File: config.mk
export PLATFORM = sky130hd
export DESIGN_NAME = linear_probe_key_map
export DESIGN_NICKNAME = d
export VERILOG_FILES = /design/src/rtl/lpkm_pkg.sv /design/src/rtl/linear_probe_key_map.sv /design/src/rtl/lpkm_ram.sv /design/src/rtl/lpkm_ctrl.sv /design/src/rtl/lpkm_dp.sv
export SDC_FILE = /design/constraint.sdc
export NUM_CORES = 2
export LEC_CHECK = 0
export ABC_AREA = 0
export BUFFER_PORTS_ARGS = -buffer_cell sky130_fd_sc_hd__buf_2
export CORE_ASPECT_RATIO = 1.5
export CORE_MARGIN = 2
export CORE_UTILIZATION = 50
export DETAILED_ROUTE_END_ITERATION = 8
export PLACE_DENSITY = 0.61
export REMOVE_ABC_BUFFERS = 1
export SKIP_LAST_GASP = 1
export SLEW_MARGIN = 20
export SYNTH_ARGS = -nofsm -noshare
export SYNTH_HDL_FRONTEND = slang
export SYNTH_MEMORY_MAX_BITS = 65536
export SYNTH_SLANG_ARGS = --single-unit
File: constraint.sdc
create_clock -name clk_i -period 9.5 [get_ports clk_i]
set_input_delay 0.95 -clock clk_i [delete_from_list [all_inputs] [get_ports clk_i]]
set_output_delay 0.95 -clock clk_i [all_outputs]
set_load 0.02 [all_outputs]
File: src/rtl/lpkm_pkg.sv
// ----------------------------------------------------------------------------
// lpkm_pkg
// Shared types and constants of the linear-probing key map.
// ----------------------------------------------------------------------------
`default_nettype none

package lpkm_pkg;

  localparam int unsigned KEY_W       = 31;
  localparam int unsigned ETYPE_W     = 2;
  localparam int unsigned EVALUE_W    = 32;
  localparam int unsigned LIMIT_W     = 7;
  localparam int unsigned IN_DATA_W   = 72;
  localparam int unsigned IN_USER_W   = 2;
  localparam int unsigned OUT_DATA_W  = 40;
  localparam logic [31:0] HASH_MUL    = 32'd2654435761;
  localparam logic [LIMIT_W-1:0] LIMIT_RESET = 7'd44;

  typedef enum logic [1:0] {
    KIND_INSERT = 2'd0,
    KIND_LOOKUP = 2'd1,
    KIND_REMOVE = 2'd2,
    KIND_CLEAR  = 2'd3
  } kind_e;

  typedef enum logic [1:0] {
    ST_OK   = 2'd0,
    ST_DUP  = 2'd1,
    ST_MISS = 2'd2,
    ST_FULL = 2'd3
  } status_e;

  typedef enum logic [1:0] {
    SLOT_EMPTY = 2'd0,
    SLOT_LIVE  = 2'd1,
    SLOT_TOMB  = 2'd2
  } slot_e;

  typedef enum logic [1:0] {
    RES_NONE       = 2'd0,
    RES_TYPE_VALUE = 2'd1,
    RES_VALUE      = 2'd2
  } res_sel_e;

  typedef enum logic [2:0] {
    S_BOOT_CLR = 3'd0,
    S_IDLE     = 3'd1,
    S_READ     = 3'd2,
    S_CHECK    = 3'd3,
    S_OP_CLR   = 3'd4
  } state_e;

  typedef struct packed {
    logic [KEY_W-1:0]    key;
    logic [ETYPE_W-1:0]  etype;
    logic [EVALUE_W-1:0] evalue;
    slot_e               status;
  } slot_t;

  typedef struct packed {
    logic     idle;
    logic     load;
    logic     clr_start;
    logic     clr_write;
    logic     rd_en;
    logic     advance;
    logic     rec_tomb;
    logic     wr_insert;
    logic     wr_tomb;
    logic     post;
    status_e  res_status;
    res_sel_e res_sel;
  } dp_cmd_t;

  typedef struct packed {
    logic  in_valid;
    kind_e kind;
    logic  full;
    logic  out_free;
    logic  slot_empty;
    logic  slot_hit;
    logic  slot_tomb;
    logic  have_tomb;
    logic  last_probe;
    logic  last_slot;
  } dp_stat_t;

endpackage

`default_nettype wire

File: src/rtl/linear_probe_key_map.sv
// ----------------------------------------------------------------------------
// linear_probe_key_map
// Open-addressing key map with linear probing and tombstones over a
// power-of-two slot RAM; insert, lookup, remove and clear.
//
//   channel   | direction | tdata (low bit up)                     | tuser
//   s_axis    | in        | key[30:0] type[32:31] value[64:33]     | kind
//   m_axis    | out       | status[1:0] type[3:2] value[35:4]      | -
//   cfg       | in        | load_limit[6:0]                        | -
//
// An item is accepted, then each slot probed, from the home position on and
// up to BUCKETS slots, takes a RAM read and then a compare. A full-table
// insert answers without reading the RAM. Clear writes one slot per cycle,
// the last one only once the result register is free.
// After reset the slot RAM is swept to empty with s_axis_tready_o low.
// A stalled result holds the block at its next compare or posting step.
// ----------------------------------------------------------------------------
`default_nettype none

module linear_probe_key_map #(
  parameter int unsigned BUCKETS = 64
) (
  input  wire logic                            clk_i,
  input  wire logic                            rst_ni,
  input  wire logic                            s_axis_tvalid_i,
  output      logic                            s_axis_tready_o,
  // key[30:0], entry_type[32:31], entry_value[64:33], zero pad
  input  wire logic [lpkm_pkg::IN_DATA_W-1:0]  s_axis_tdata_i,
  // kind[1:0]
  input  wire logic [lpkm_pkg::IN_USER_W-1:0]  s_axis_tuser_i,
  output      logic                            m_axis_tvalid_o,
  input  wire logic                            m_axis_tready_i,
  // status[1:0], found_type[3:2], found_value[35:4], zero pad
  output      logic [lpkm_pkg::OUT_DATA_W-1:0] m_axis_tdata_o,
  input  wire logic                            cfg_valid_i,
  output      logic                            cfg_ready_o,
  input  wire logic [lpkm_pkg::LIMIT_W-1:0]    cfg_data_i
);
  import lpkm_pkg::*;

  dp_cmd_t  cmd;
  dp_stat_t stat;

  lpkm_ctrl u_ctrl (
    .clk_i  (clk_i),
    .rst_ni (rst_ni),
    .stat_i (stat),
    .cmd_o  (cmd)
  );

  lpkm_dp #(
    .BUCKETS (BUCKETS)
  ) u_dp (
    .clk_i       (clk_i),
    .rst_ni      (rst_ni),
    .cmd_i       (cmd),
    .stat_o      (stat),
    .s_tvalid_i  (s_axis_tvalid_i),
    .s_tready_o  (s_axis_tready_o),
    .s_tdata_i   (s_axis_tdata_i),
    .s_tuser_i   (s_axis_tuser_i),
    .m_tvalid_o  (m_axis_tvalid_o),
    .m_tready_i  (m_axis_tready_i),
    .m_tdata_o   (m_axis_tdata_o),
    .cfg_valid_i (cfg_valid_i),
    .cfg_ready_o (cfg_ready_o),
    .cfg_data_i  (cfg_data_i)
  );

endmodule

`default_nettype wire

File: src/rtl/lpkm_ram.sv
// ----------------------------------------------------------------------------
// lpkm_ram
// Simple dual-port RAM: one write port, one read port with registered data.
// ----------------------------------------------------------------------------
`default_nettype none

module lpkm_ram #(
  parameter int unsigned WIDTH = 67,
  parameter int unsigned DEPTH = 64
) (
  input  wire logic                     clk_i,
  input  wire logic                     we_i,
  input  wire logic [$clog2(DEPTH)-1:0] waddr_i,
  input  wire logic [WIDTH-1:0]         wdata_i,
  input  wire logic                     re_i,
  input  wire logic [$clog2(DEPTH)-1:0] raddr_i,
  output      logic [WIDTH-1:0]         rdata_o
);

  logic [WIDTH-1:0] mem_q [DEPTH];

  always_ff @(posedge clk_i) begin
    if (we_i) begin
      mem_q[waddr_i] <= wdata_i;
    end
    if (re_i) begin
      rdata_o <= mem_q[raddr_i];
    end
  end

endmodule

`default_nettype wire

File: src/rtl/lpkm_ctrl.sv
// ----------------------------------------------------------------------------
// lpkm_ctrl
// Sequencer for the key map: boot sweep, probe loop, clear sweep, result post.
// ----------------------------------------------------------------------------
`default_nettype none

module lpkm_ctrl (
  input  wire logic               clk_i,
  input  wire logic               rst_ni,
  input  wire lpkm_pkg::dp_stat_t stat_i,
  output      lpkm_pkg::dp_cmd_t  cmd_o
);
  import lpkm_pkg::*;

  state_e state_q, state_d;

  always_ff @(posedge clk_i or negedge rst_ni) begin
    if (!rst_ni) begin
      state_q <= S_BOOT_CLR;
    end else begin
      state_q <= state_d;
    end
  end

  always_comb begin
    state_d = state_q;
    cmd_o   = '0;
    cmd_o.res_status = ST_OK;
    cmd_o.res_sel    = RES_NONE;
    case (state_q)
      S_BOOT_CLR: begin
        cmd_o.clr_write = 1'b1;
        if (stat_i.last_slot) begin
          state_d = S_IDLE;
        end
      end
      S_IDLE: begin
        cmd_o.idle = 1'b1;
        if (stat_i.in_valid) begin
          cmd_o.load = 1'b1;
          state_d    = S_READ;
        end
      end
      S_READ: begin
        if (stat_i.kind == KIND_CLEAR) begin
          cmd_o.clr_start = 1'b1;
          state_d         = S_OP_CLR;
        end else if (stat_i.kind == KIND_INSERT && stat_i.full) begin
          if (stat_i.out_free) begin
            cmd_o.post       = 1'b1;
            cmd_o.res_status = ST_FULL;
            state_d          = S_IDLE;
          end
        end else begin
          cmd_o.rd_en = 1'b1;
          state_d     = S_CHECK;
        end
      end
      S_CHECK: begin
        if (stat_i.out_free) begin
          case (stat_i.kind)
            KIND_INSERT: begin
              if (stat_i.slot_empty) begin
                cmd_o.wr_insert = 1'b1;
                cmd_o.post      = 1'b1;
                state_d         = S_IDLE;
              end else if (stat_i.slot_hit) begin
                cmd_o.post       = 1'b1;
                cmd_o.res_status = ST_DUP;
                state_d          = S_IDLE;
              end else begin
                cmd_o.rec_tomb = stat_i.slot_tomb && !stat_i.have_tomb;
                if (stat_i.last_probe) begin
                  cmd_o.post = 1'b1;
                  state_d    = S_IDLE;
                  if (stat_i.have_tomb || stat_i.slot_tomb) begin
                    cmd_o.wr_insert = 1'b1;
                  end else begin
                    cmd_o.res_status = ST_FULL;
                  end
                end else begin
                  cmd_o.advance = 1'b1;
                  state_d       = S_READ;
                end
              end
            end
            KIND_LOOKUP, KIND_REMOVE: begin
              if (stat_i.slot_hit) begin
                cmd_o.post = 1'b1;
                state_d    = S_IDLE;
                if (stat_i.kind == KIND_REMOVE) begin
                  cmd_o.wr_tomb = 1'b1;
                  cmd_o.res_sel = RES_VALUE;
                end else begin
                  cmd_o.res_sel = RES_TYPE_VALUE;
                end
              end else if (stat_i.slot_empty || stat_i.last_probe) begin
                cmd_o.post       = 1'b1;
                cmd_o.res_status = ST_MISS;
                state_d          = S_IDLE;
              end else begin
                cmd_o.advance = 1'b1;
                state_d       = S_READ;
              end
            end
            default: begin
              state_d = S_IDLE;
            end
          endcase
        end
      end
      S_OP_CLR: begin
        if (!stat_i.last_slot) begin
          cmd_o.clr_write = 1'b1;
        end else if (stat_i.out_free) begin
          cmd_o.clr_write = 1'b1;
          cmd_o.post      = 1'b1;
          state_d         = S_IDLE;
        end
      end
      default: begin
        state_d = S_BOOT_CLR;
      end
    endcase
  end

endmodule

`default_nettype wire

File: src/rtl/lpkm_dp.sv
// ----------------------------------------------------------------------------
// lpkm_dp
// Datapath: operand registers, home-slot hash, probe pointer, slot RAM,
// occupancy counters, load limit register and result register.
// ----------------------------------------------------------------------------
`default_nettype none

module lpkm_dp #(
  parameter int unsigned BUCKETS = 64
) (
  input  wire logic                                clk_i,
  input  wire logic                                rst_ni,
  input  wire lpkm_pkg::dp_cmd_t                   cmd_i,
  output      lpkm_pkg::dp_stat_t                  stat_o,
  input  wire logic                                s_tvalid_i,
  output      logic                                s_tready_o,
  input  wire logic [lpkm_pkg::IN_DATA_W-1:0]      s_tdata_i,
  input  wire logic [lpkm_pkg::IN_USER_W-1:0]      s_tuser_i,
  output      logic                                m_tvalid_o,
  input  wire logic                                m_tready_i,
  output      logic [lpkm_pkg::OUT_DATA_W-1:0]     m_tdata_o,
  input  wire logic                                cfg_valid_i,
  output      logic                                cfg_ready_o,
  input  wire logic [lpkm_pkg::LIMIT_W-1:0]        cfg_data_i
);
  import lpkm_pkg::*;

  localparam int unsigned IW = $clog2(BUCKETS);
  localparam int unsigned CW = $clog2(BUCKETS + 1);
  localparam int unsigned SW = CW + 1;
  localparam int unsigned LW = (SW > LIMIT_W) ? SW : LIMIT_W;

  kind_e                kind_q;
  logic [KEY_W-1:0]     key_q;
  logic [ETYPE_W-1:0]   etype_q;
  logic [EVALUE_W-1:0]  evalue_q;
  logic [IW-1:0]        idx_q;
  logic [IW-1:0]        n_q;
  logic [IW-1:0]        target_q;
  logic                 have_tomb_q;
  logic                 full_q;
  logic [CW-1:0]        live_q;
  logic [CW-1:0]        tomb_q;
  logic [LIMIT_W-1:0]   limit_q;
  logic                 out_valid_q;
  logic [OUT_DATA_W-1:0] out_data_q;

  logic [2*IW-1:0]      hash_prod;
  logic [IW-1:0]        home;
  logic [SW-1:0]        occ_sum;
  logic                 out_free;
  logic                 ram_we;
  logic [IW-1:0]        ram_waddr;
  slot_t                ram_wdata;
  slot_t                rd_slot;
  logic [EVALUE_W-1:0]  res_value;
  logic [ETYPE_W-1:0]   res_type;

  assign hash_prod = (2*IW)'(s_tdata_i[IW-1:0]) * (2*IW)'(HASH_MUL[IW-1:0]);
  assign home      = hash_prod[IW-1:0];
  assign occ_sum   = SW'(live_q) + SW'(tomb_q);
  assign out_free  = !out_valid_q || m_tready_i;

  assign s_tready_o  = cmd_i.idle;
  assign cfg_ready_o = 1'b1;
  assign m_tvalid_o  = out_valid_q;
  assign m_tdata_o   = out_data_q;

  assign stat_o.in_valid   = s_tvalid_i;
  assign stat_o.kind       = kind_q;
  assign stat_o.full       = full_q;
  assign stat_o.out_free   = out_free;
  assign stat_o.slot_empty = rd_slot.status == SLOT_EMPTY;
  assign stat_o.slot_hit   = rd_slot.status == SLOT_LIVE && rd_slot.key == key_q;
  assign stat_o.slot_tomb  = rd_slot.status == SLOT_TOMB;
  assign stat_o.have_tomb  = have_tomb_q;
  assign stat_o.last_probe = n_q == {IW{1'b1}};
  assign stat_o.last_slot  = idx_q == {IW{1'b1}};

  always_comb begin
    ram_we    = cmd_i.clr_write || cmd_i.wr_insert || cmd_i.wr_tomb;
    ram_waddr = (cmd_i.wr_insert && have_tomb_q) ? target_q : idx_q;
    ram_wdata = '0;
    ram_wdata.status = SLOT_EMPTY;
    if (cmd_i.wr_insert) begin
      ram_wdata.key    = key_q;
      ram_wdata.etype  = etype_q;
      ram_wdata.evalue = evalue_q;
      ram_wdata.status = SLOT_LIVE;
    end else if (cmd_i.wr_tomb) begin
      ram_wdata.key    = rd_slot.key;
      ram_wdata.etype  = rd_slot.etype;
      ram_wdata.status = SLOT_TOMB;
    end
  end

  lpkm_ram #(
    .WIDTH ($bits(slot_t)),
    .DEPTH (BUCKETS)
  ) u_slots (
    .clk_i   (clk_i),
    .we_i    (ram_we),
    .waddr_i (ram_waddr),
    .wdata_i (ram_wdata),
    .re_i    (cmd_i.rd_en),
    .raddr_i (idx_q),
    .rdata_o (rd_slot)
  );

  always_ff @(posedge clk_i) begin
    if (cmd_i.load) begin
      kind_q   <= kind_e'(s_tuser_i);
      key_q    <= s_tdata_i[KEY_W-1:0];
      etype_q  <= s_tdata_i[KEY_W+ETYPE_W-1:KEY_W];
      evalue_q <= s_tdata_i[KEY_W+ETYPE_W+EVALUE_W-1:KEY_W+ETYPE_W];
      full_q   <= LW'(occ_sum) >= LW'(limit_q);
    end
    if (cmd_i.load || cmd_i.advance) begin
      n_q <= cmd_i.load ? '0 : n_q + IW'(1);
    end
    if (cmd_i.rec_tomb) begin
      target_q <= idx_q;
    end
  end

  always_ff @(posedge clk_i or negedge rst_ni) begin
    if (!rst_ni) begin
      idx_q       <= '0;
      have_tomb_q <= 1'b0;
      live_q      <= '0;
      tomb_q      <= '0;
      limit_q     <= LIMIT_RESET;
    end else begin
      if (cmd_i.load) begin
        idx_q       <= home;
        have_tomb_q <= 1'b0;
      end else if (cmd_i.clr_start) begin
        idx_q <= '0;
      end else if (cmd_i.advance || cmd_i.clr_write) begin
        idx_q <= idx_q + IW'(1);
      end
      if (cmd_i.rec_tomb) begin
        have_tomb_q <= 1'b1;
      end
      if (cmd_i.clr_start) begin
        live_q <= '0;
        tomb_q <= '0;
      end else if (cmd_i.wr_insert) begin
        live_q <= live_q + CW'(1);
        tomb_q <= tomb_q - CW'(have_tomb_q || rd_slot.status == SLOT_TOMB);
      end else if (cmd_i.wr_tomb) begin
        live_q <= live_q - CW'(1);
        tomb_q <= tomb_q + CW'(1);
      end
      if (cfg_valid_i) begin
        limit_q <= cfg_data_i;
      end
    end
  end

  always_comb begin
    res_type  = '0;
    res_value = '0;
    case (cmd_i.res_sel)
      RES_TYPE_VALUE: begin
        res_type  = rd_slot.etype;
        res_value = rd_slot.evalue;
      end
      RES_VALUE: begin
        res_value = rd_slot.evalue;
      end
      default: begin
        res_type  = '0;
        res_value = '0;
      end
    endcase
  end

  always_ff @(posedge clk_i or negedge rst_ni) begin
    if (!rst_ni) begin
      out_valid_q <= 1'b0;
    end else if (cmd_i.post) begin
      out_valid_q <= 1'b1;
    end else if (m_tready_i) begin
      out_valid_q <= 1'b0;
    end
  end

  always_ff @(posedge clk_i) begin
    if (cmd_i.post) begin
      out_data_q <= OUT_DATA_W'({res_value, res_type, cmd_i.res_status});
    end
  end

endmodule

`default_nettype wire

# [Word level (Yosys, flattened, before mapping)]
# Memories as Yosys holds them, arrays and structs flattened. A register that Yosys moved wholly into a read port is not among the register bits.
# Cells that the tools add are included.
[word_totals] register_bits=148 mem_bits_rw=4288 inputBits=86 output_inout_bits=43 wordCells=147 memories=1
[mem_list] memory="u_dp.u_slots.mem_q" depth=64 word_bits=67 read_ports=1 rd_ports_with_merged_regs=1 write_ports=1 line="lpkm_ram.sv:20" source="logic [WIDTH-1:0] mem_q [DEPTH];"
[classes] n_addsub=7 mul=1 order_cmp=1 n_eq_ne=18 muxes=79 reduce_logical=23
[op_table] cell="$mux W33" count=2
[op_table] cell="$mux W3" count=15
[op_table] cell="$mux W7" count=6
[op_table] cell="$mux W2" count=16
[op_table] cell="$mux W32" count=1
[op_table] cell="$eq A31 B31 Y1" count=1
[op_table] cell="$mux W1" count=26
[op_table] cell="$mux W6" count=4
[op_table] cell="$pmux W3 S5" count=1
[op_table] cell="$add A7 B1 Y7 const B" count=2
[op_table] cell="$add A6 B1 Y6 const B" count=2
[op_table] cell="$eq A6 B6 Y1 const B" count=2
[op_table] cell="$pmux W3 S2" count=2
[op_table] cell="$mux W9" count=1
[op_table] cell="$add A7 B7 Y8" count=1
[op_table] cell="$eq A2 B2 Y1 const B" count=4
[op_table] cell="$ge A8 B7 Y1" count=1
[op_table] cell="$logic_or A1 B1 Y1" count=7
[op_table] cell="$sub A7 B1 Y7" count=1
[op_table] cell="$sub A7 B1 Y7 const B" count=1
[op_table] cell="$eq A2 B1 Y1 const B" count=3
[op_table] cell="$eq A3 B2 Y1 const B" count=2
[op_table] cell="$mul A6 B5 Y6 const B" count=1
[op_table] cell="$ne A2 B1 Y1 const B" count=3
[op_table] cell="15 further kinds" count=24

# [Depth between registers and ports, before layout]
[logic_depth] depth_word=13 mapped_depth=14 mapped_depth_nobuf=13

# [Cells and area by module]
# Synthesis repeated with hierarchy kept, for this count alone.
[unflattened] cells_unflattened=7603 hier_area_um2=171399.4
[by_module_without_submodules] module="lpkm_ram" n_inst=1 cells_per_inst=6968 area_each_um2=163725.8 seq_area_each_um2=130775.4
[by_module_without_submodules] module="lpkm_dp" n_inst=1 cells_per_inst=559 area_each_um2=7044.3 seq_area_each_um2=4212.8
[by_module_without_submodules] module="lpkm_ctrl" n_inst=1 cells_per_inst=76 area_each_um2=629.4 seq_area_each_um2=75.1

# [Worst setup path before layout]
# OpenSTA, ideal clock, no wires.
[synth_timing] path_kind="input to register" start="in m_axis_tready_i" end="mem u_dp.u_slots.mem_q[35][0], enable pin" setup_ns=0.575 arrival_ns=7.276 required_time_ns=8.925 path_slack_ns=1.649 path_stages=9 path_buffers=2 path_cell_list="nand2b_1 and3_4 nand2_2 or3_4 a31oi_4 buf_8 buf_4 mux2_2 nor3_1"
[synth_via] elab_chain_len=8 elab_cells_between_ends=12 cone_classes="mux: 8; reduce/logical: 4"
[synth_lines] item="start, declared" line="linear_probe_key_map.sv:32" source="input wire logic m_axis_tready_i,"
[synth_lines] item="$logic_or A1 B1 Y1 *" line="lpkm_dp.sv:62" source="assign out_free = !out_valid_q || m_tready_i;"
[synth_lines] item="$mux W1" line="lpkm_ctrl.sv:115" source="end else if (stat_i.out_free) begin"
[synth_lines] item="$mux W1" line="lpkm_ctrl.sv:113" source="if (!stat_i.last_slot) begin"
[synth_lines] item="$pmux W1 S2" line="lpkm_ctrl.sv:30" source="case (state_q)"
[synth_lines] item="$logic_or A1 B1 Y1 (2 in series)" line="lpkm_dp.sv:81" source="ram_we = cmd_i.clr_write || cmd_i.wr_insert || cmd_i.wr_tomb;"
[synth_lines] item="$mux W1" line="lpkm_ram.sv:23" source="if (we_i) begin"
[synth_lines] item="$mux W1 (not written as such)" line="lpkm_ram.sv:24" source="mem_q[waddr_i] <= wdata_i;"
[synth_lines] item="end, declared" line="lpkm_ram.sv:20"
# Mark *: on every way between the ends. The rest lies on a longest branch, timed or not.

# [Final worst setup path]
[layout_timing] start="reg u_dp.key_q[8]" end="mem u_dp.u_slots.mem_q[7][62], enable pin"
[layout_via] elab_chain_len=11 elab_cells_between_ends=15 cone_classes="eq/ne: 1; mux: 10; reduce/logical: 4"
[layout_lines] item="start, declared" line="lpkm_dp.sv:34" source="logic [KEY_W-1:0] key_q;"
[layout_lines] item="start signal, assigned" line="lpkm_dp.sv:113" source="key_q <= s_tdata_i[KEY_W-1:0];"
[layout_lines] item="$eq A31 B31 Y1 *" line="lpkm_dp.sv:74" source="assign stat_o.slot_hit = rd_slot.status == SLOT_LIVE && rd_slot.key == key_q;"
[layout_lines] item="$logic_and A1 B1 Y1 *" line="lpkm_dp.sv:74"
[layout_lines] item="$mux W3" line="lpkm_ctrl.sv:67" source="end else if (stat_i.slot_hit) begin"
[layout_lines] item="$mux W1" line="lpkm_ctrl.sv:63" source="if (stat_i.slot_empty) begin"
[layout_lines] item="$mux W2" line="lpkm_ctrl.sv:61" source="case (stat_i.kind)"
[layout_lines] item="$mux W9 *" line="lpkm_ctrl.sv:60" source="if (stat_i.out_free) begin"
[layout_lines] item="$mux W4 *" line="lpkm_ctrl.sv:30"
[layout_lines] item="$logic_or A1 B1 Y1 (2 in series)" line="lpkm_dp.sv:81"
[layout_lines] item="$mux W1" line="lpkm_ram.sv:23"
[layout_lines] item="$mux W1 (not written as such)" line="lpkm_ram.sv:24"
# Marked as above.

==> results by group <==
Clock network
  • Max Root-Sink Buffers: 4
  • Clk_lat worst skew: 0.95 ns
  • CTS Buf Count: 415
  • # H-tree levels: 5
  • Total clock sinks: roughly 4.5k
  • CTS Hold Bufs: 0
  • Post CTS Setup Buffer Count: 0
  • CTS Root Cell: clkbuf_16
  • # resized after CTS: 0
  • CTS tree: built
  • Reg clk slew, reported paths: 0.06 ns

Pwr
  • Sequential share of power: 0.455
  • Power Density: roughly 270 nW/um2
  • Switch Pwr: about 14 mW
  • Leakage power: 57.7 nW
  • Int Pwr: 38.0 mW
  • Sw Ratio: 0.276
  • Worst VDD drop: 0.253 mV
  • Clock network power share: 0.314
  • Gate power share: 0.232

Setup path
  • Worst Path Buf+Inv: 2
  • Delay of the slowest critical-path stage: 0.90 ns
  • R2r worst-path depth: 10
  • Crit. End Element: register
  • Crit Path Class: register to register
  • Crit-path cells: xor2_1 -> nor4_1 -> nand4_1 -> o21bai_2 -> a31oi_4 -> mux2i_1 -> nand2b_1 -> nor2_4 -> buf_4 -> buf_4
  • WP data required: 10.07 ns
  • Family with the most delay on the worst path: simple AND/OR/NAND/NOR gates
  • Reg2reg end: u_dp.u_slots.mem_q[7][62]
  • R2r startpoint: u_dp.key_q[8]
  • CP Max Fanout: 31
  • Crit-path slowest cell: xor2_1
  • Reg2reg setup slack: 3.28 ns
  • Worst setup SP type: register
  • Crit path DAT: 6.79 ns
  • Most frequent CP cell: buf_4

Floorplan
  • Die height: 722 um
  • Core ar.: 342,000 um2
  • Row count: 263
  • Die span in x: 483 um
  • Die area: 349,000 um2
  • I/O Pins: 129
  • Starting Density: 0.503

GRT
  • Initial antenna violation count: 18
  • Largest net degree at the start of global routing: between 100 and 150
  • Overflow after GRT: 0
  • Vias in the first global route: around 80k
  • GRT Total Usage: 0.260
  • First-pass GRT wire length: around 630 mm

Synth
  • Distinct cells, synth: 72
  • Syn Area/Cell: about 25 um2
  • Synth warnings: 0
  • Synth Cell Area: 172,000 um2
  • Post-synth ARST share: 0.00711
  • Gate Count Post-Synth: 6,841
  • Ys flop type: edfxtp_1
  • Sequential share of the synthesized area: 0.785
  • FF+latch count, synth: roughly 4.5k
  • EDFF count, synth: 4,471

Routing
  • Antenna-violating nets left: 0
  • DR WL/cell: 37.3 um
  • Drt first-iter violations: 9,739
  • Via density: 6.47
  • Routed WL: 453 mm
  • Drc violations: 0
  • Router iterations before antenna repair: 5
  • DR vias: 78.6k

Timing
  • Least-Margin Pin Slew: 1.21 ns
  • Worst rel slew slack: 0.194
  • Setup violations, final: 0
  • RSZ-0062 raised after global routing: false
  • Slew Limit Fails: 0
  • Clk_skew: 0.0719 ns
  • Tcrit/Tclk final: 0.654
  • Min Tclk post-route: 6.22 ns
  • Fmax: roughly 160 MHz
  • Setup_tns: 0 ns
  • Hold Violations, Final: 0
  • Post-route setup slack: 3.28 ns

Job
  • Max cap viols: 0

Place
  • Setup WS pre-CTS: 3.16 ns
  • Placer congestion estimate: 0.785
  • Dpl hpwl: 235 mm
  • PortBufs: 116
  • DP Area: 180,000 um2
  • DP Cell Count: 11.4k

Finish
  • Area grow syn2layout: 12.0%
  • Fin area: 193,000 um2
  • Layout net count: 7,413
  • Post-route insts no fill: 12.1k
  • Share of layout cells above drive strength 1: 0.324
  • Final Util: 0.563
  • Fill cell count: 24.6k

Min path
  • HP Class: input port to asynchronous set/reset pin

Outcome
  • Status: complete, no violations
[per-stage QoR]
stage | total power, mW | hold WS, ns
final | 52.4 | 0.0933
after CTS | 52.9 | 0.0544
after floorplan | 30.9 | 0.476
after detailed placement | 36.6 | 0.521
after global routing | 54.1 | 0.129
after global placement | 36.5 | 0.508
[layout by cell type, fill, tap and decap left out, types with 14 or more instances in the layout]
master     instances
a21oi_1           18
a22o_1            32
and2_1            34
buf_12            16
buf_2            116
buf_4            252
bufinv_16         38
clkbuf_1          98
clkbuf_16        422
clkinv_1          87
clkinv_2          71
dfrtp_1           23
edfxtp_1        4471
ha_1              29
inv_1             19
mux2i_1           14
mux4_2          1407
nand2_1           44
nand2b_1          21
nand3_1           27
nor2_1            35
nor2_4            48
nor2b_1           37
nor3_2            17
nor4_1            16
o21ai_0           23
xor2_1            39
[sequential cells by signal, indices dropped and copies added (netlist names), 2 cells and up]
| signal | cells |
|---|---|
| u_ctrl.state_q | 3 |
| u_dp.etype_q | 2 |
| u_dp.evalue_q | 32 |
| u_dp.idx_q | 6 |
| u_dp.key_q | 31 |
| u_dp.kind_q | 2 |
| u_dp.limit_q | 7 |
| u_dp.live_q | 7 |
| u_dp.m_tdata_o | 36 |
| u_dp.n_q | 6 |
| u_dp.target_q | 6 |
| u_dp.tomb_q | 7 |
| u_dp.u_slots.mem_q | 4288 |
| u_dp.u_slots.rdata_o | 67 |
[area by class of cell]
type | count | area [um2] | share of cell area
flip-flops and latches | 4503 | 135000 | 0.701
clock inverters | 228 | 2180 | 0.0113
inverters | 21 | 88.8 | 0.000461
multi-input cells | 1968 | 35900 | 0.186
repair buffers | 387 | 2840 | 0.0148
well taps | 4505 | 5640 | 0.0292
clock buffers | 523 | 11000 | 0.0569
diodes | 10 | 25.0 | 0.000130
[power groups by stage]
stage	registers [mW]	clock network (mW)	logic, mW
6_report	23.8	16.4	12.2
2_1_floorplan	23.8	0	7.05
5_1_grt	23.9	17.4	12.8
3_5_place_dp	24.3	0	12.4
4_1_cts	23.8	16.7	12.4
3_3_place_gp	24.2	0	12.3
[synth_stat cells (3+ instances only)]
master	n	area (um2)
nand4_1	7	43.8
nor2_1	83	312
buf_4	8	60.1
inv_1	20	75.1
buf_2	93	465
xnor2_1	10	87.6
and3_1	7	43.8
dfrtp_1	29	726
edfxtp_1	4471	134000
nor3_1	19	95.1
o21ai_2	4	35.0
a211oi_1	4	30.0
a21o_1	5	37.5
clkbuf_1	212	796
a21oi_1	18	90.1
a22o_1	37	324
and2_1	40	250
o31ai_1	4	30.0
mux4_2	1407	31700
or2_2	4	25.0
nor4_1	16	100
mux2_2	5	56.3
ha_1	30	375
a31oi_1	10	62.6
nand2b_1	21	131
buf_1	35	131
o21bai_1	3	22.5
mux2i_1	14	140
o21ai_0	23	115
nor2b_1	37	231
xor2_1	39	342
nand3_1	27	135
or3_1	3	18.8
o41ai_1	3	26.3
nand2_1	44	165
o21ai_1	5	25.0
dfstp_2	3	78.8
[logic make-up (layout without fill, tap and decap cells)]
logic type               count (synthesis)  count (layout)  synth area share
other                                    2              15         0.0000437
XOR/XNOR                                49              49           0.00249
AO/OA/AOI/OAI                          135             135           0.00573
adder cells (fa/ha/maj)                 31              31           0.00230
buffers and inverters                  373            1159           0.00915
AND/OR/NAND/NOR                        322             322           0.00977
flip-flops                            4503            4503             0.785
multiplexers                          1426            1426             0.185
[per-layer routing]
| layer | routed length [um] | part of all wire | track usage | up-vias |
|---|---|---|---|---|
| met2 | 236000 | 0.52 | 0.447 | 3608 |
| li1 | - | - | - | 30700 |
| met5 | 23 | 0.000051 | 0 | - |
| met3 | 34400 | 0.076 | 0.0372 | 644 |
| met4 | 13100 | 0.029 | 0.0700 | 4 |
| met1 | 169000 | 0.37 | 0.351 | 43700 |
[worst max path at each step]
stage | slack (ns) | end | from | cells past startpoint
after global routing | 3.14 | u_dp.u_slots.mem_q[7][62] | u_dp.key_q[25] | 10
after floorplan | -38.41 | u_dp.u_slots.mem_q[33][0] | u_dp.idx_q[0] | 4
after detailed placement | 3.16 | u_dp.u_slots.mem_q[7][53] | m_axis_tready_i | 11
after CTS | 3.25 | u_dp.u_slots.mem_q[7][62] | u_dp.key_q[25] | 10
final | 3.28 | u_dp.u_slots.mem_q[7][62] | u_dp.key_q[8] | 10
after global placement | 3.20 | u_dp.u_slots.mem_q[7][53] | m_axis_tready_i | 11
Power figures use the tool's default switching activity.
